$ cat src/hdl/u8u16_pkg.sv
// Package for the UTF-8 to UTF-16 decoder: widths, lead-byte masks and patterns,
// surrogate constants and the result type passed from the decode step to the queue.
// No dependencies.
`default_nettype none

package u8u16_pkg;

  localparam int BYTE_W = 8;
  localparam int UNIT_W = 16;
  localparam int ACC_W  = 26;
  localparam int REM_W  = 3;
  localparam int CONT_W = 6;
  localparam int HALF_W = 10;

  // Depth of the result queue; a byte is decoded only when two entries are free.
  localparam int RES_DEPTH_DEF = 4;

  // Lead-byte classification.
  localparam logic [BYTE_W-1:0] ASCII_MAX = 8'h7F;
  localparam logic [BYTE_W-1:0] MASK_2B   = 8'hE0;
  localparam logic [BYTE_W-1:0] PAT_2B    = 8'hC0;
  localparam logic [BYTE_W-1:0] MASK_3B   = 8'hF0;
  localparam logic [BYTE_W-1:0] PAT_3B    = 8'hE0;
  localparam logic [BYTE_W-1:0] MASK_4B   = 8'hF8;
  localparam logic [BYTE_W-1:0] PAT_4B    = 8'hF0;

  // Sequence lengths.
  localparam logic [REM_W-1:0] LEN_2B = 3'd2;
  localparam logic [REM_W-1:0] LEN_3B = 3'd3;
  localparam logic [REM_W-1:0] LEN_4B = 3'd4;
  localparam logic [REM_W-1:0] LEN_5B = 3'd5;

  // Surrogate arithmetic.
  localparam logic [ACC_W-1:0]  SUR_BASE = 26'h001_0000;
  localparam logic [UNIT_W-1:0] SUR_HIGH = 16'hD800;
  localparam logic [UNIT_W-1:0] SUR_LOW  = 16'hDC00;

  // Units produced by one byte.
  typedef enum logic [1:0] {
    UNITS_NONE = 2'd0,
    UNITS_ONE  = 2'd1,
    UNITS_PAIR = 2'd2
  } unit_cnt_t;

  typedef struct packed {
    unit_cnt_t         n_units;
    logic [UNIT_W-1:0] unit0;
    logic [UNIT_W-1:0] unit1;
  } step_res_t;

endpackage

`default_nettype wire

$ cat src/hdl/u8u16_if.sv
// Valid/ready channel interfaces for the decoder's byte input and unit output.
// Depends on u8u16_pkg.
`default_nettype none

interface u8u16_in_if;
  logic                          valid;
  logic                          ready;
  logic [u8u16_pkg::BYTE_W-1:0]  byte_in;
  logic                          end_of_text;

  modport source (output valid, output byte_in, output end_of_text, input ready);
  modport sink   (input valid, input byte_in, input end_of_text, output ready);
endinterface

interface u8u16_out_if;
  logic                          valid;
  logic                          ready;
  logic [u8u16_pkg::UNIT_W-1:0]  unit_out;
  logic                          last_unit;

  modport source (output valid, output unit_out, output last_unit, input ready);
  modport sink   (input valid, input unit_out, input last_unit, output ready);
endinterface

`default_nettype wire

$ cat src/hdl/u8u16_step.sv
// Decode step: holds the sequence state and turns one registered byte into
// zero, one or two UTF-16 units. Depends on u8u16_pkg.
`default_nettype none

module u8u16_step (
  input  wire logic                          clk,
  input  wire logic                          rst_n,
  input  wire logic                          fire,
  input  wire logic [u8u16_pkg::BYTE_W-1:0]  byte_in,
  input  wire logic                          end_of_text,
  output u8u16_pkg::step_res_t               res
);
  import u8u16_pkg::*;

  logic [ACC_W-1:0] acc_r, acc_nxt;
  logic [REM_W-1:0] rem_r, rem_nxt;
  logic [REM_W-1:0] len_r, len_nxt;

  logic [ACC_W-1:0] acc_shift;
  logic [ACC_W-1:0] h_val;
  logic [REM_W-1:0] rem_dec;

  // Continuation path: shift in six bits and offset for a possible surrogate pair.
  assign acc_shift = {acc_r[ACC_W-CONT_W-1:0], byte_in[CONT_W-1:0]};
  assign rem_dec   = rem_r - 3'd1;
  assign h_val     = acc_shift - SUR_BASE;

  // Next state and units for the byte in the input register.
  always_comb begin
    acc_nxt     = acc_r;
    rem_nxt     = rem_r;
    len_nxt     = len_r;
    res.n_units = UNITS_NONE;
    res.unit0   = {8'h00, byte_in};
    res.unit1   = {SUR_LOW[UNIT_W-1:HALF_W], h_val[HALF_W-1:0]};
    if (rem_r == '0) begin
      if (byte_in <= ASCII_MAX) begin
        res.n_units = UNITS_ONE;
      end else if ((byte_in & MASK_2B) == PAT_2B) begin
        acc_nxt = {21'b0, byte_in[4:0]};
        rem_nxt = 3'd1;
        len_nxt = LEN_2B;
      end else if ((byte_in & MASK_3B) == PAT_3B) begin
        acc_nxt = {22'b0, byte_in[3:0]};
        rem_nxt = 3'd2;
        len_nxt = LEN_3B;
      end else if ((byte_in & MASK_4B) == PAT_4B) begin
        acc_nxt = {23'b0, byte_in[2:0]};
        rem_nxt = 3'd3;
        len_nxt = LEN_4B;
      end else begin
        acc_nxt = {24'b0, byte_in[1:0]};
        rem_nxt = 3'd4;
        len_nxt = LEN_5B;
      end
    end else begin
      acc_nxt = acc_shift;
      rem_nxt = rem_dec;
      if (rem_dec == '0) begin
        if (len_r <= LEN_3B) begin
          res.n_units = UNITS_ONE;
          res.unit0   = acc_shift[UNIT_W-1:0];
        end else begin
          res.n_units = UNITS_PAIR;
          res.unit0   = h_val[ACC_W-1:HALF_W] + SUR_HIGH;
        end
        acc_nxt = '0;
        len_nxt = '0;
      end
    end
    // The final byte of the text drops any unfinished sequence.
    if (end_of_text) begin
      acc_nxt = '0;
      rem_nxt = '0;
      len_nxt = '0;
    end
  end

  // Sequence state registers.
  always_ff @(posedge clk) begin
    if (!rst_n) begin
      acc_r <= '0;
      rem_r <= '0;
      len_r <= '0;
    end else if (fire) begin
      acc_r <= acc_nxt;
      rem_r <= rem_nxt;
      len_r <= len_nxt;
    end
  end

endmodule

`default_nettype wire

$ cat src/hdl/u8u16_queue.sv
// Result queue: takes up to two units per cycle from the decode step and
// hands out one unit per output transaction. Depends on u8u16_pkg.
`default_nettype none

module u8u16_queue #(
  parameter int DEPTH = u8u16_pkg::RES_DEPTH_DEF
) (
  input  wire logic                          clk,
  input  wire logic                          rst_n,
  input  wire logic                          push,
  input  wire u8u16_pkg::step_res_t          res,
  output logic                               room,
  output logic                               out_valid,
  input  wire logic                          out_ready,
  output logic [u8u16_pkg::UNIT_W-1:0]       out_unit,
  output logic                               out_last,
  output logic [$clog2(DEPTH+1)-1:0]         level
);
  import u8u16_pkg::*;

  localparam int PTR_W = $clog2(DEPTH);
  localparam int CNT_W = $clog2(DEPTH+1);
  localparam logic [PTR_W-1:0] PTR_MAX  = PTR_W'(DEPTH - 1);
  localparam logic [CNT_W-1:0] ROOM_MAX = CNT_W'(DEPTH - 2);

  logic [UNIT_W-1:0] unit_mem [DEPTH];
  logic              last_mem [DEPTH];

  logic [PTR_W-1:0] wptr_r, wptr_nxt;
  logic [PTR_W-1:0] rptr_r, rptr_nxt;
  logic [CNT_W-1:0] cnt_r, cnt_nxt;
  logic [PTR_W-1:0] wptr_1, wptr_2;
  logic [CNT_W-1:0] n_push;
  logic             pop;

  function automatic logic [PTR_W-1:0] ptr_inc(input logic [PTR_W-1:0] p);
    return (p == PTR_MAX) ? '0 : p + 1'b1;
  endfunction

  assign wptr_1 = ptr_inc(wptr_r);
  assign wptr_2 = ptr_inc(wptr_1);

  assign room      = (cnt_r <= ROOM_MAX);
  assign out_valid = (cnt_r != '0);
  assign out_unit  = unit_mem[rptr_r];
  assign out_last  = last_mem[rptr_r];
  assign level     = cnt_r;
  assign pop       = out_valid && out_ready;

  // Pointer and fill-count update.
  always_comb begin
    n_push = '0;
    if (push) begin
      case (res.n_units)
        UNITS_ONE:  n_push = CNT_W'(1);
        UNITS_PAIR: n_push = CNT_W'(2);
        default:    n_push = '0;
      endcase
    end
    case (n_push)
      CNT_W'(1): wptr_nxt = wptr_1;
      CNT_W'(2): wptr_nxt = wptr_2;
      default:   wptr_nxt = wptr_r;
    endcase
    rptr_nxt = pop ? ptr_inc(rptr_r) : rptr_r;
    cnt_nxt  = cnt_r + n_push - CNT_W'(pop);
  end

  always_ff @(posedge clk) begin
    if (!rst_n) begin
      wptr_r <= '0;
      rptr_r <= '0;
      cnt_r  <= '0;
    end else begin
      wptr_r <= wptr_nxt;
      rptr_r <= rptr_nxt;
      cnt_r  <= cnt_nxt;
    end
  end

  // Entry storage; a pair takes two consecutive entries.
  always_ff @(posedge clk) begin
    if (n_push != '0) begin
      unit_mem[wptr_r] <= res.unit0;
      last_mem[wptr_r] <= (res.n_units == UNITS_ONE);
    end
    if (n_push == CNT_W'(2)) begin
      unit_mem[wptr_1] <= res.unit1;
      last_mem[wptr_1] <= 1'b1;
    end
  end

endmodule

`default_nettype wire

$ cat src/hdl/utf8_to_utf16_decoder.sv
// Path: an accepted byte waits in the input register until the result queue has room
// for a pair; it is then decoded and its units are written into the queue.
// Throughput: one byte per cycle while each byte gives at most one unit and the
// receiver never stalls; a byte that completes a surrogate pair needs two output
// transactions, since the output port moves one unit per transaction and the result
// queue paces input.
// Reset: synchronous, active low; clears the sequence state, input register and queue.
`default_nettype none

module utf8_to_utf16_decoder #(
  parameter int RES_DEPTH = u8u16_pkg::RES_DEPTH_DEF
) (
  input  wire logic   clk,
  input  wire logic   rst_n,
  u8u16_in_if.sink    in_ch,
  u8u16_out_if.source out_ch
);
  import u8u16_pkg::*;

  localparam int CNT_W = $clog2(RES_DEPTH+1);

  logic              stg_v_r, stg_v_nxt;
  logic [BYTE_W-1:0] stg_byte_r;
  logic              stg_end_r;
  logic              room;
  logic              fire;
  logic              in_take;
  step_res_t         res;
  logic [CNT_W-1:0]  level;

  // The registered byte is decoded once the queue has room for a pair.
  assign fire         = stg_v_r && room;
  assign in_ch.ready  = !stg_v_r || room;
  assign in_take      = in_ch.valid && in_ch.ready;
  assign stg_v_nxt    = in_take || (stg_v_r && !fire);

  // Input register.
  always_ff @(posedge clk) begin
    if (!rst_n) begin
      stg_v_r <= 1'b0;
    end else begin
      stg_v_r <= stg_v_nxt;
    end
  end

  always_ff @(posedge clk) begin
    if (in_take) begin
      stg_byte_r <= in_ch.byte_in;
      stg_end_r  <= in_ch.end_of_text;
    end
  end

  u8u16_step u_step (
    .clk         (clk),
    .rst_n       (rst_n),
    .fire        (fire),
    .byte_in     (stg_byte_r),
    .end_of_text (stg_end_r),
    .res         (res)
  );

  u8u16_queue #(
    .DEPTH (RES_DEPTH)
  ) u_queue (
    .clk       (clk),
    .rst_n     (rst_n),
    .push      (fire),
    .res       (res),
    .room      (room),
    .out_valid (out_ch.valid),
    .out_ready (out_ch.ready),
    .out_unit  (out_ch.unit_out),
    .out_last  (out_ch.last_unit),
    .level     (level)
  );

  // The queue never holds more entries than it has.
  a_level_bound: assert property (@(posedge clk) disable iff (!rst_n)
    level <= CNT_W'(RES_DEPTH))
    else $error("result queue overfilled");

  // A high surrogate is always followed by its low half.
  a_pair_whole: assert property (@(posedge clk) disable iff (!rst_n)
    (out_ch.valid && out_ch.ready && !out_ch.last_unit) |=> out_ch.valid)
    else $error("high surrogate without low surrogate");

  // Reset leaves nothing to deliver.
  a_reset_empty: assert property (@(posedge clk)
    !rst_n |=> (!out_ch.valid && !stg_v_r))
    else $error("data present after reset");

  // A decoded byte only goes to a queue with room for a pair.
  a_push_room: assert property (@(posedge clk) disable iff (!rst_n)
    fire |-> (level <= CNT_W'(RES_DEPTH - 2)))
    else $error("decode without room in queue");

endmodule

`default_nettype wire

$ cat src/flat_wrapper.sv
// flat-port wrapper written by rule: the top's interface ports become plain ports
module utf8_to_utf16_decoder_flat import u8u16_pkg::*;
#(
  parameter int RES_DEPTH = u8u16_pkg::RES_DEPTH_DEF
)
  (clk, rst_n, in_ch_valid, in_ch_byte_in, in_ch_end_of_text, in_ch_ready, out_ch_valid, out_ch_unit_out, out_ch_last_unit, out_ch_ready);
  u8u16_in_if in_ch_i ();
  u8u16_out_if out_ch_i ();
  input  wire logic clk;
  input  wire logic rst_n;
  input wire logic [$bits(in_ch_i.valid)-1:0] in_ch_valid;
  input wire logic [$bits(in_ch_i.byte_in)-1:0] in_ch_byte_in;
  input wire logic [$bits(in_ch_i.end_of_text)-1:0] in_ch_end_of_text;
  output wire logic [$bits(in_ch_i.ready)-1:0] in_ch_ready;
  output wire logic [$bits(out_ch_i.valid)-1:0] out_ch_valid;
  output wire logic [$bits(out_ch_i.unit_out)-1:0] out_ch_unit_out;
  output wire logic [$bits(out_ch_i.last_unit)-1:0] out_ch_last_unit;
  input wire logic [$bits(out_ch_i.ready)-1:0] out_ch_ready;
  assign in_ch_i.valid = in_ch_valid;
  assign in_ch_i.byte_in = in_ch_byte_in;
  assign in_ch_i.end_of_text = in_ch_end_of_text;
  assign in_ch_ready = in_ch_i.ready;
  assign out_ch_valid = out_ch_i.valid;
  assign out_ch_unit_out = out_ch_i.unit_out;
  assign out_ch_last_unit = out_ch_i.last_unit;
  assign out_ch_i.ready = out_ch_ready;
  utf8_to_utf16_decoder #(.RES_DEPTH(RES_DEPTH)) u_core (.clk(clk), .rst_n(rst_n), .in_ch(in_ch_i), .out_ch(out_ch_i));
endmodule
$ cat config.mk
export PLATFORM = sky130hd
export DESIGN_NAME = utf8_to_utf16_decoder_flat
export DESIGN_NICKNAME = d
export VERILOG_FILES = /design/src/hdl/u8u16_pkg.sv /design/src/hdl/u8u16_if.sv /design/src/hdl/u8u16_step.sv /design/src/hdl/u8u16_queue.sv /design/src/hdl/utf8_to_utf16_decoder.sv /design/src/flat_wrapper.sv
export SDC_FILE = /design/constraint.sdc
export NUM_CORES = 1
export LEC_CHECK = 0
export ABC_AREA = 1
export BUFFER_PORTS_ARGS = -buffer_cell sky130_fd_sc_hd__buf_4
export CORE_ASPECT_RATIO = 0.9
export CORE_UTILIZATION = 45
export CTS_BUF_LIST = sky130_fd_sc_hd__clkbuf_2
export CTS_CLUSTER_SIZE = 12
export DETAILED_ROUTE_END_ITERATION = 6
export PLACE_DENSITY = 0.66
export SYNTH_ARGS = -nofsm -noshare
export SYNTH_HDL_FRONTEND = slang
export SYNTH_SLANG_ARGS = --single-unit
$ cat constraint.sdc
create_clock -name clk -period 3.65 [get_ports clk]
set_input_delay 0.365 -clock clk [delete_from_list [all_inputs] [get_ports clk]]
set_output_delay 0.365 -clock clk [all_outputs]
set_load 0.05 [all_outputs]
## After elaboration in Yosys (flattened, before gate mapping)

Memory sizes are Yosys's and may differ from the RTL's. A register that Yosys moved wholly into a read port is not among the register bits.
Cells that the tools add are included.

| storage, ports and cells | value |
|---|---|
| bits in registers | 43 |
| bits in read-only memories | 0 |
| output and inout port bits | 19 |
| input port bits | 13 |
| word-level logic and storage cells | 88 |
| bits in latches | 0 |
| bits in writable memories | 68 |
| memories | 2 |

Memories:

| name | words | bits a word | read ports | clocked after Yosys merged registers in | wr ports | line | source |
|---|---|---|---|---|---|---|---|
| u_core.u_queue.unit_mem | 4 | 16 | 1 | 1 | 2 | u8u16_queue.sv:26 | `logic [UNIT_W-1:0] unit_mem [DEPTH];` |
| u_core.u_queue.last_mem | 4 | 1 | 1 | 1 | 2 | u8u16_queue.sv:27 | `logic last_mem [DEPTH];` |

| cells by class | value |
|---|---|
| reductions and logical operators | 16 |
| div/mod/pow operators | 0 |
| bitwise operators | 0 |
| $mul | 0 |
| order comparisons | 3 |
| shift-type cells | 0 |
| mux-type cells | 39 |
| equal/unequal tests | 11 |
| add/sub/neg operators | 8 |

Operators by type and width:

| kind | number |
|---|---|
| 20-bit two-way mux | 4 |
| 3-bit two-way mux | 13 |
| 18-bit two-way mux | 2 |
| 26-bit by 17-bit subtractor with 26-bit output, second input constant | 1 |
| 2-bit two-way mux | 9 |
| 16-bit adder, second input constant | 1 |
| 16-bit two-way mux | 1 |
| 3-bit nonzero test | 3 |
| 2-bit equality test, second input constant | 4 |
| 8-bit by 7-bit less-or-equal comparator with 1-bit output, second input constant | 1 |
| 2-bit one-hot mux with 2 select lines | 2 |
| 2-bit by 1-bit adder with 2-bit output, second input constant | 3 |
| 3-bit by 2-bit less-or-equal comparator with 1-bit output, second input constant | 2 |
| 3-bit logical NOT | 2 |
| 1-bit two-way mux | 6 |
| 5-bit equality test, second input constant | 1 |
| 5-bit two-way mux | 1 |
| 4-bit equality test, second input constant | 1 |
| 1-bit logical AND | 4 |
| 4-bit two-way mux | 1 |
| 3-bit adder | 1 |
| 3-bit by 1-bit equality test with 1-bit output, second input constant | 1 |
| 3-bit by 2-bit equality test with 1-bit output, second input constant | 1 |
| 3-bit equality test, second input constant | 1 |
| 9 further kinds | 11 |

## Logic depth before layout (Yosys ltp)

| logic depth | value |
|---|---|
| depth after elaboration | 11 |
| depth in mapped cells | 16 |
| depth with buffers taken out | 16 |

## By module

A second synthesis with hierarchy kept.

| unflattened totals | value |
|---|---|
| cells, all modules | 697 |
| area, all modules | 6,017.0 um^2 |

By module, submodules not included:

| module | seq. area each (um^2) | instances | area an instance (um^2) | cells an instance |
|---|---|---|---|---|
| u8u16_queue | 2,182.1 | 1 | 3,824.9 | 413 |
| u8u16_step | 480.5 | 1 | 1,863.0 | 266 |
| utf8_to_utf16_decoder | 290.3 | 1 | 329.1 | 18 |

## Least setup slack after synthesis

Ideal clock, no wire load.

| timing | value |
|---|---|
| kind | register -> register |
| start point | reg u_core.u_step.rem_r[0] |
| end point | mem u_core.u_queue.unit_mem[0][9] (data pin) |
| path buffers | 2 |
| arrival | 2.501 ns |
| library setup time | 0.155 ns |
| setup slack | 0.994 ns |
| clock period less this slack | 2.656 ns |
| required time | 3.495 ns |
| cell stages (with the launch flop) | 17 |
| cell sequence | dfxtp_1 > inv_1 > ha_1 > xnor2_1 > nand2_2 > nor2_4 > nand2_4 > buf_6 > nor2_1 > inv_1 > ha_1 > inv_1 > nand2_1 > nor2_1 > inv_1 > clkbuf_1 > o22ai_1 |

RTL lines:

| element | line | source |
|---|---|---|
| start, declared | u8u16_step.sv:16 | `logic [REM_W-1:0] rem_r, rem_nxt;` |
| start signal, assigned | u8u16_step.sv:87 | `rem_r <= rem_nxt;` |
| end, declared | u8u16_queue.sv:26 |  |

==> flow_metrics.py <==
metrics = {
    "detailed_routing": {
        "viasPerCell": 5.56,
        "detail_route.drc_violations": 0,
        "drt-total-wl_um": 14200,
        "routedWlPerCell_um": 16.7,
        "ant_nets": 0,
        "vias": 4730,
        "dr.pass1.iters": 7,
        "drt_iter0_drc": 526,
    },
    "grt": {
        "grt_pass1_wl_um": 23500,
        "grt_usage": 0.241,
        "grt_pass1_vias": 4568,
        "grt.overflow.total": 0,
        "grt_max_degree": 35,
        "antenna_found_initial": 0,
    },
    "sta": {
        "fin_crit_ns": 3.12,
        "maxSlewHeadroom": 0.290,
        "worst_pin_slew_ns": 1.06,
        "hold_viol": 0,
        "fin_crit_sh": 0.855,
        "finalMaxSlewViolations": 0,
        "fin_tns_setup_ns": 0,
        "final-setup-viol-count": 0,
        "rsz0062_at_grt": "no",
        "finalClockSkew_ns": 0.0421,
        "max_freq_ghz": 0.320,
        "holdWs_ns": 0.0681,
    },
    "die": {
        "die_w_um": 118,
        "start_util": 0.468,
        "rows": 37,
        "dieArea_um2": 12500,
        "coreArea_um2": 11600,
        "num_io_pins": 32,
        "chipHeight_um": 106,
    },
    "pwr": {
        "pwr-share-seq": 0.412,
        "p_sw_frac": 0.409,
        "power.density_nw_per_um2": 617,
        "intPower_uw": 2230,
        "switchingPower_uw": 1550,
        "p_leak_uw": 0.00263,
        "peakVddDrop_v": 0.000251,
        "clkPwrFrac": 0.187,
        "comb_power_share": 0.401,
    },
    "synth": {
        "synth_area_um2": 5440,
        "ys_seq_area_frac": 0.499,
        "synth_cell_types": 36,
        "yosys.area.top_type": "edfxtp_1",
        "synth.avg_cell_area_um2": 8.40,
        "yosys.area.top_type_share": 0.270,
        "netlist_instances": 648,
        "yosys-top-cells-area": "edfxtp_1, dfxtp_1, nand2_1",
        "synth_nets": 681,
        "ys_seq_elements": 111,
        "yosys_warnings": 0,
    },
    "worst_setup_path": {
        "crit_path_top_delay_cell": "dfxtp_1",
        "critical_path.max_fanout": 17,
        "worst_ep_required_time_ns": 4.21,
        "crit_arrival_ns": 3.68,
        "crit_chain": "inv_1, ha_1, xnor2_1, nand2_2, nor2_4, nand2_4, nor2_1, inv_1, ha_1, nor2_1, inv_1, nor2_1, inv_1, o22ai_1, inv_1",
        "critPathTopFamily": "simple AND/OR/NAND/NOR gates",
        "reg2reg_slack_ns": 0.53,
        "r2r_cells": 15,
        "critPathBufInv": 5,
        "path_class": "reg -> reg",
        "start_kind": "flop",
        "cp_slowest_stage_delay_ns": 0.44,
        "crit_path_end_kind": "flop",
        "crit_path_frequent_cell": "inv_1",
        "cp.depth": 15,
    },
    "clock_tree": {
        "cts_max_level": 3,
        "clock-root-buffer": "clkbuf_2",
        "cts.sinks": 111,
        "cts_made_buffers": 9,
        "clk_pin_slew_worst_paths_ns": 0.30,
        "clkLatencyLatePin_ns": 0.62,
        "cts_resized": 0,
        "cts_buffer_depth": 2,
        "cts_tree": "done",
    },
    "layout": {
        "final_nets": 723,
        "fin_util": 0.527,
        "antennaDiodeCount": 0,
        "area_growth_pct": 12.6,
        "nFillCells": 1110,
        "design_area_um2": 6130,
        "layout-drive-gt1-share": 0.128,
    },
    "place": {
        "hpwl_um": 10100,
        "place_congestion": 0.883,
        "dpl_cell_area_um2": 5860,
        "io_buffer_count": 31,
    },
    "run_status": {
        "status": "finished clean",
    },
    "job": {
        "drv_cap": 0,
    },
    "hold_path": {
        "min_path_cells": 4,
        "hp-class": "in -> reg",
    },
}
## synthesized netlist by cell type
master     instances
o221ai_1           1
buf_6              2
fa_1               1
a21oi_2            2
o211a_1            1
nand2_1          115
nor2_1            76
nor2_4             4
nor3_1             1
nand2_2            1
clkinv_2           1
o2111ai_1          1
inv_2              1
a22oi_1            5
o211ai_2           2
xor2_1             3
nand4_1            4
nor4_1             1
a21oi_1           32
and2_1             1
edfxtp_1          49
o21ai_4            1
o21ai_2            8
nand2_4            1
nand3_1           24
buf_1              2
ha_1              19
xnor2_1            2
buf_2              2
or2_2              8
o21ai_0           45
nand3b_1           1
dfxtp_1           62
clkbuf_1          18
o22ai_1           66
inv_1             85
## tightest hold or removal path: stages
cell and delay, ns:
buf_4 0.08, nand2_1 0.05, o21ai_0 0.14, nor2_1 0.05
## power groups by stage
stage | sequential, µW | clock, µW | combinational [µW]
after global routing | 1580 | 757 | 1630
after global placement | 1580 | 0 | 1470
final | 1560 | 706 | 1510
after detailed placement | 1580 | 0 | 1510
after floorplan | 1560 | 0 | 1090
after CTS | 1560 | 707 | 1520
## cell usage in the layout (no fill, tap or decap), types with 2 or more instances in the layout
master         Yosys  routed
buf_4              0      44
inv_1             85      85
o211ai_2           2       2
a22oi_1            5       5
o21ai_2            8       8
inv_2              1       2
dfxtp_1           62      62
or2_2              8       8
a21oi_2            2       2
nor2_4             4       4
a21oi_1           32      32
o22ai_1           66      66
nand2_1          115     115
clkbuf_2           0      10
o21ai_0           45      45
nand4_1            4       4
xor2_1             3       3
dlygate4sd3_1      0      11
edfxtp_1          49      49
nand3_1           24      24
xnor2_1            2       2
bufinv_16          0       3
nor2_1            76      76
ha_1              19      19
## worst paths after layout
kind / start / to
worst min-delay path: out_ch_ready / flop
worst max-delay path: u_core.u_step.rem_r[0] / u_core.u_queue.last_mem[3]
worst max register to register: u_core.u_step.rem_r[0] / u_core.u_queue.last_mem[3]
worst min register to register: u_core.u_queue.unit_mem[3][13] / u_core.u_queue.unit_mem[3][13]
## per-stage QoR
step	instances	setup slack, ns	power (µW)
after CTS	851	0.533	3780
after global routing	851	0.171	3970
after floorplan	648	0.994	2650
final	851	0.529	3780
after detailed placement	824	0.576	3090
after global placement	824	0.653	3050
## state kept, by name (all words and copies together) (netlist names), named ones only
| signal | flops |
|---|---|
| u_core.u_step.len_r | 1 |
| u_core.u_queue.unit_mem | 64 |
| u_core.stg_byte_r | 8 |
| u_core.u_queue.last_mem | 4 |
| u_core.u_queue.rptr_r | 2 |
| u_core.u_step.acc_r | 20 |
| u_core.stg_v_r | 1 |
| u_core.stg_end_r | 1 |
| u_core.u_queue.level | 3 |
| u_core.u_queue.wptr_r | 2 |
| u_core.u_step.rem_r | 3 |
## layer usage
metal | wire, µm | vias to the layer above | track usage | part of all wire
met3 | 1120 | 21 | 0.0617 | 0.079
met1 | 6280 | 2239 | 0.309 | 0.44
li1 | - | 2279 | - | -
met4 | 222 | 0 | 0.0595 | 0.016
met5 | 0 | - | 0 | 0
met2 | 6620 | 191 | 0.406 | 0.46
## area by class of cell
class / count / area [µm²] / share of cell area
sequential: 111 / 2710 / 0.443
timing repair buffer: 55 / 440 / 0.0719
tap: 156 / 195 / 0.0319
clock buffer: 10 / 50.0 / 0.00817
multi-input combinational: 426 / 2290 / 0.374
clock inverter: 6 / 108 / 0.0176
inverter: 87 / 328 / 0.0535
## timing repair
item	in CTS	in global routing
setup endpoints to repair	0	0
hold buffers	11	0
endpoints found under the hold margin	17	0
setup buffers	0	0
## cell families (layout without fill, tap and decap cells)
logic type	Yosys count	after routing	share of synthesized area
AND/OR/NAND/NOR	237	237	0.184
flip-flops	111	111	0.499
XOR/XNOR	5	5	0.00805
buffers and inverters	111	158	0.0800
adder cells (fa/ha/maj)	20	20	0.0474
AO/OA/AOI/OAI	164	164	0.182
Note: power is estimated with default switching activity, not from simulation.
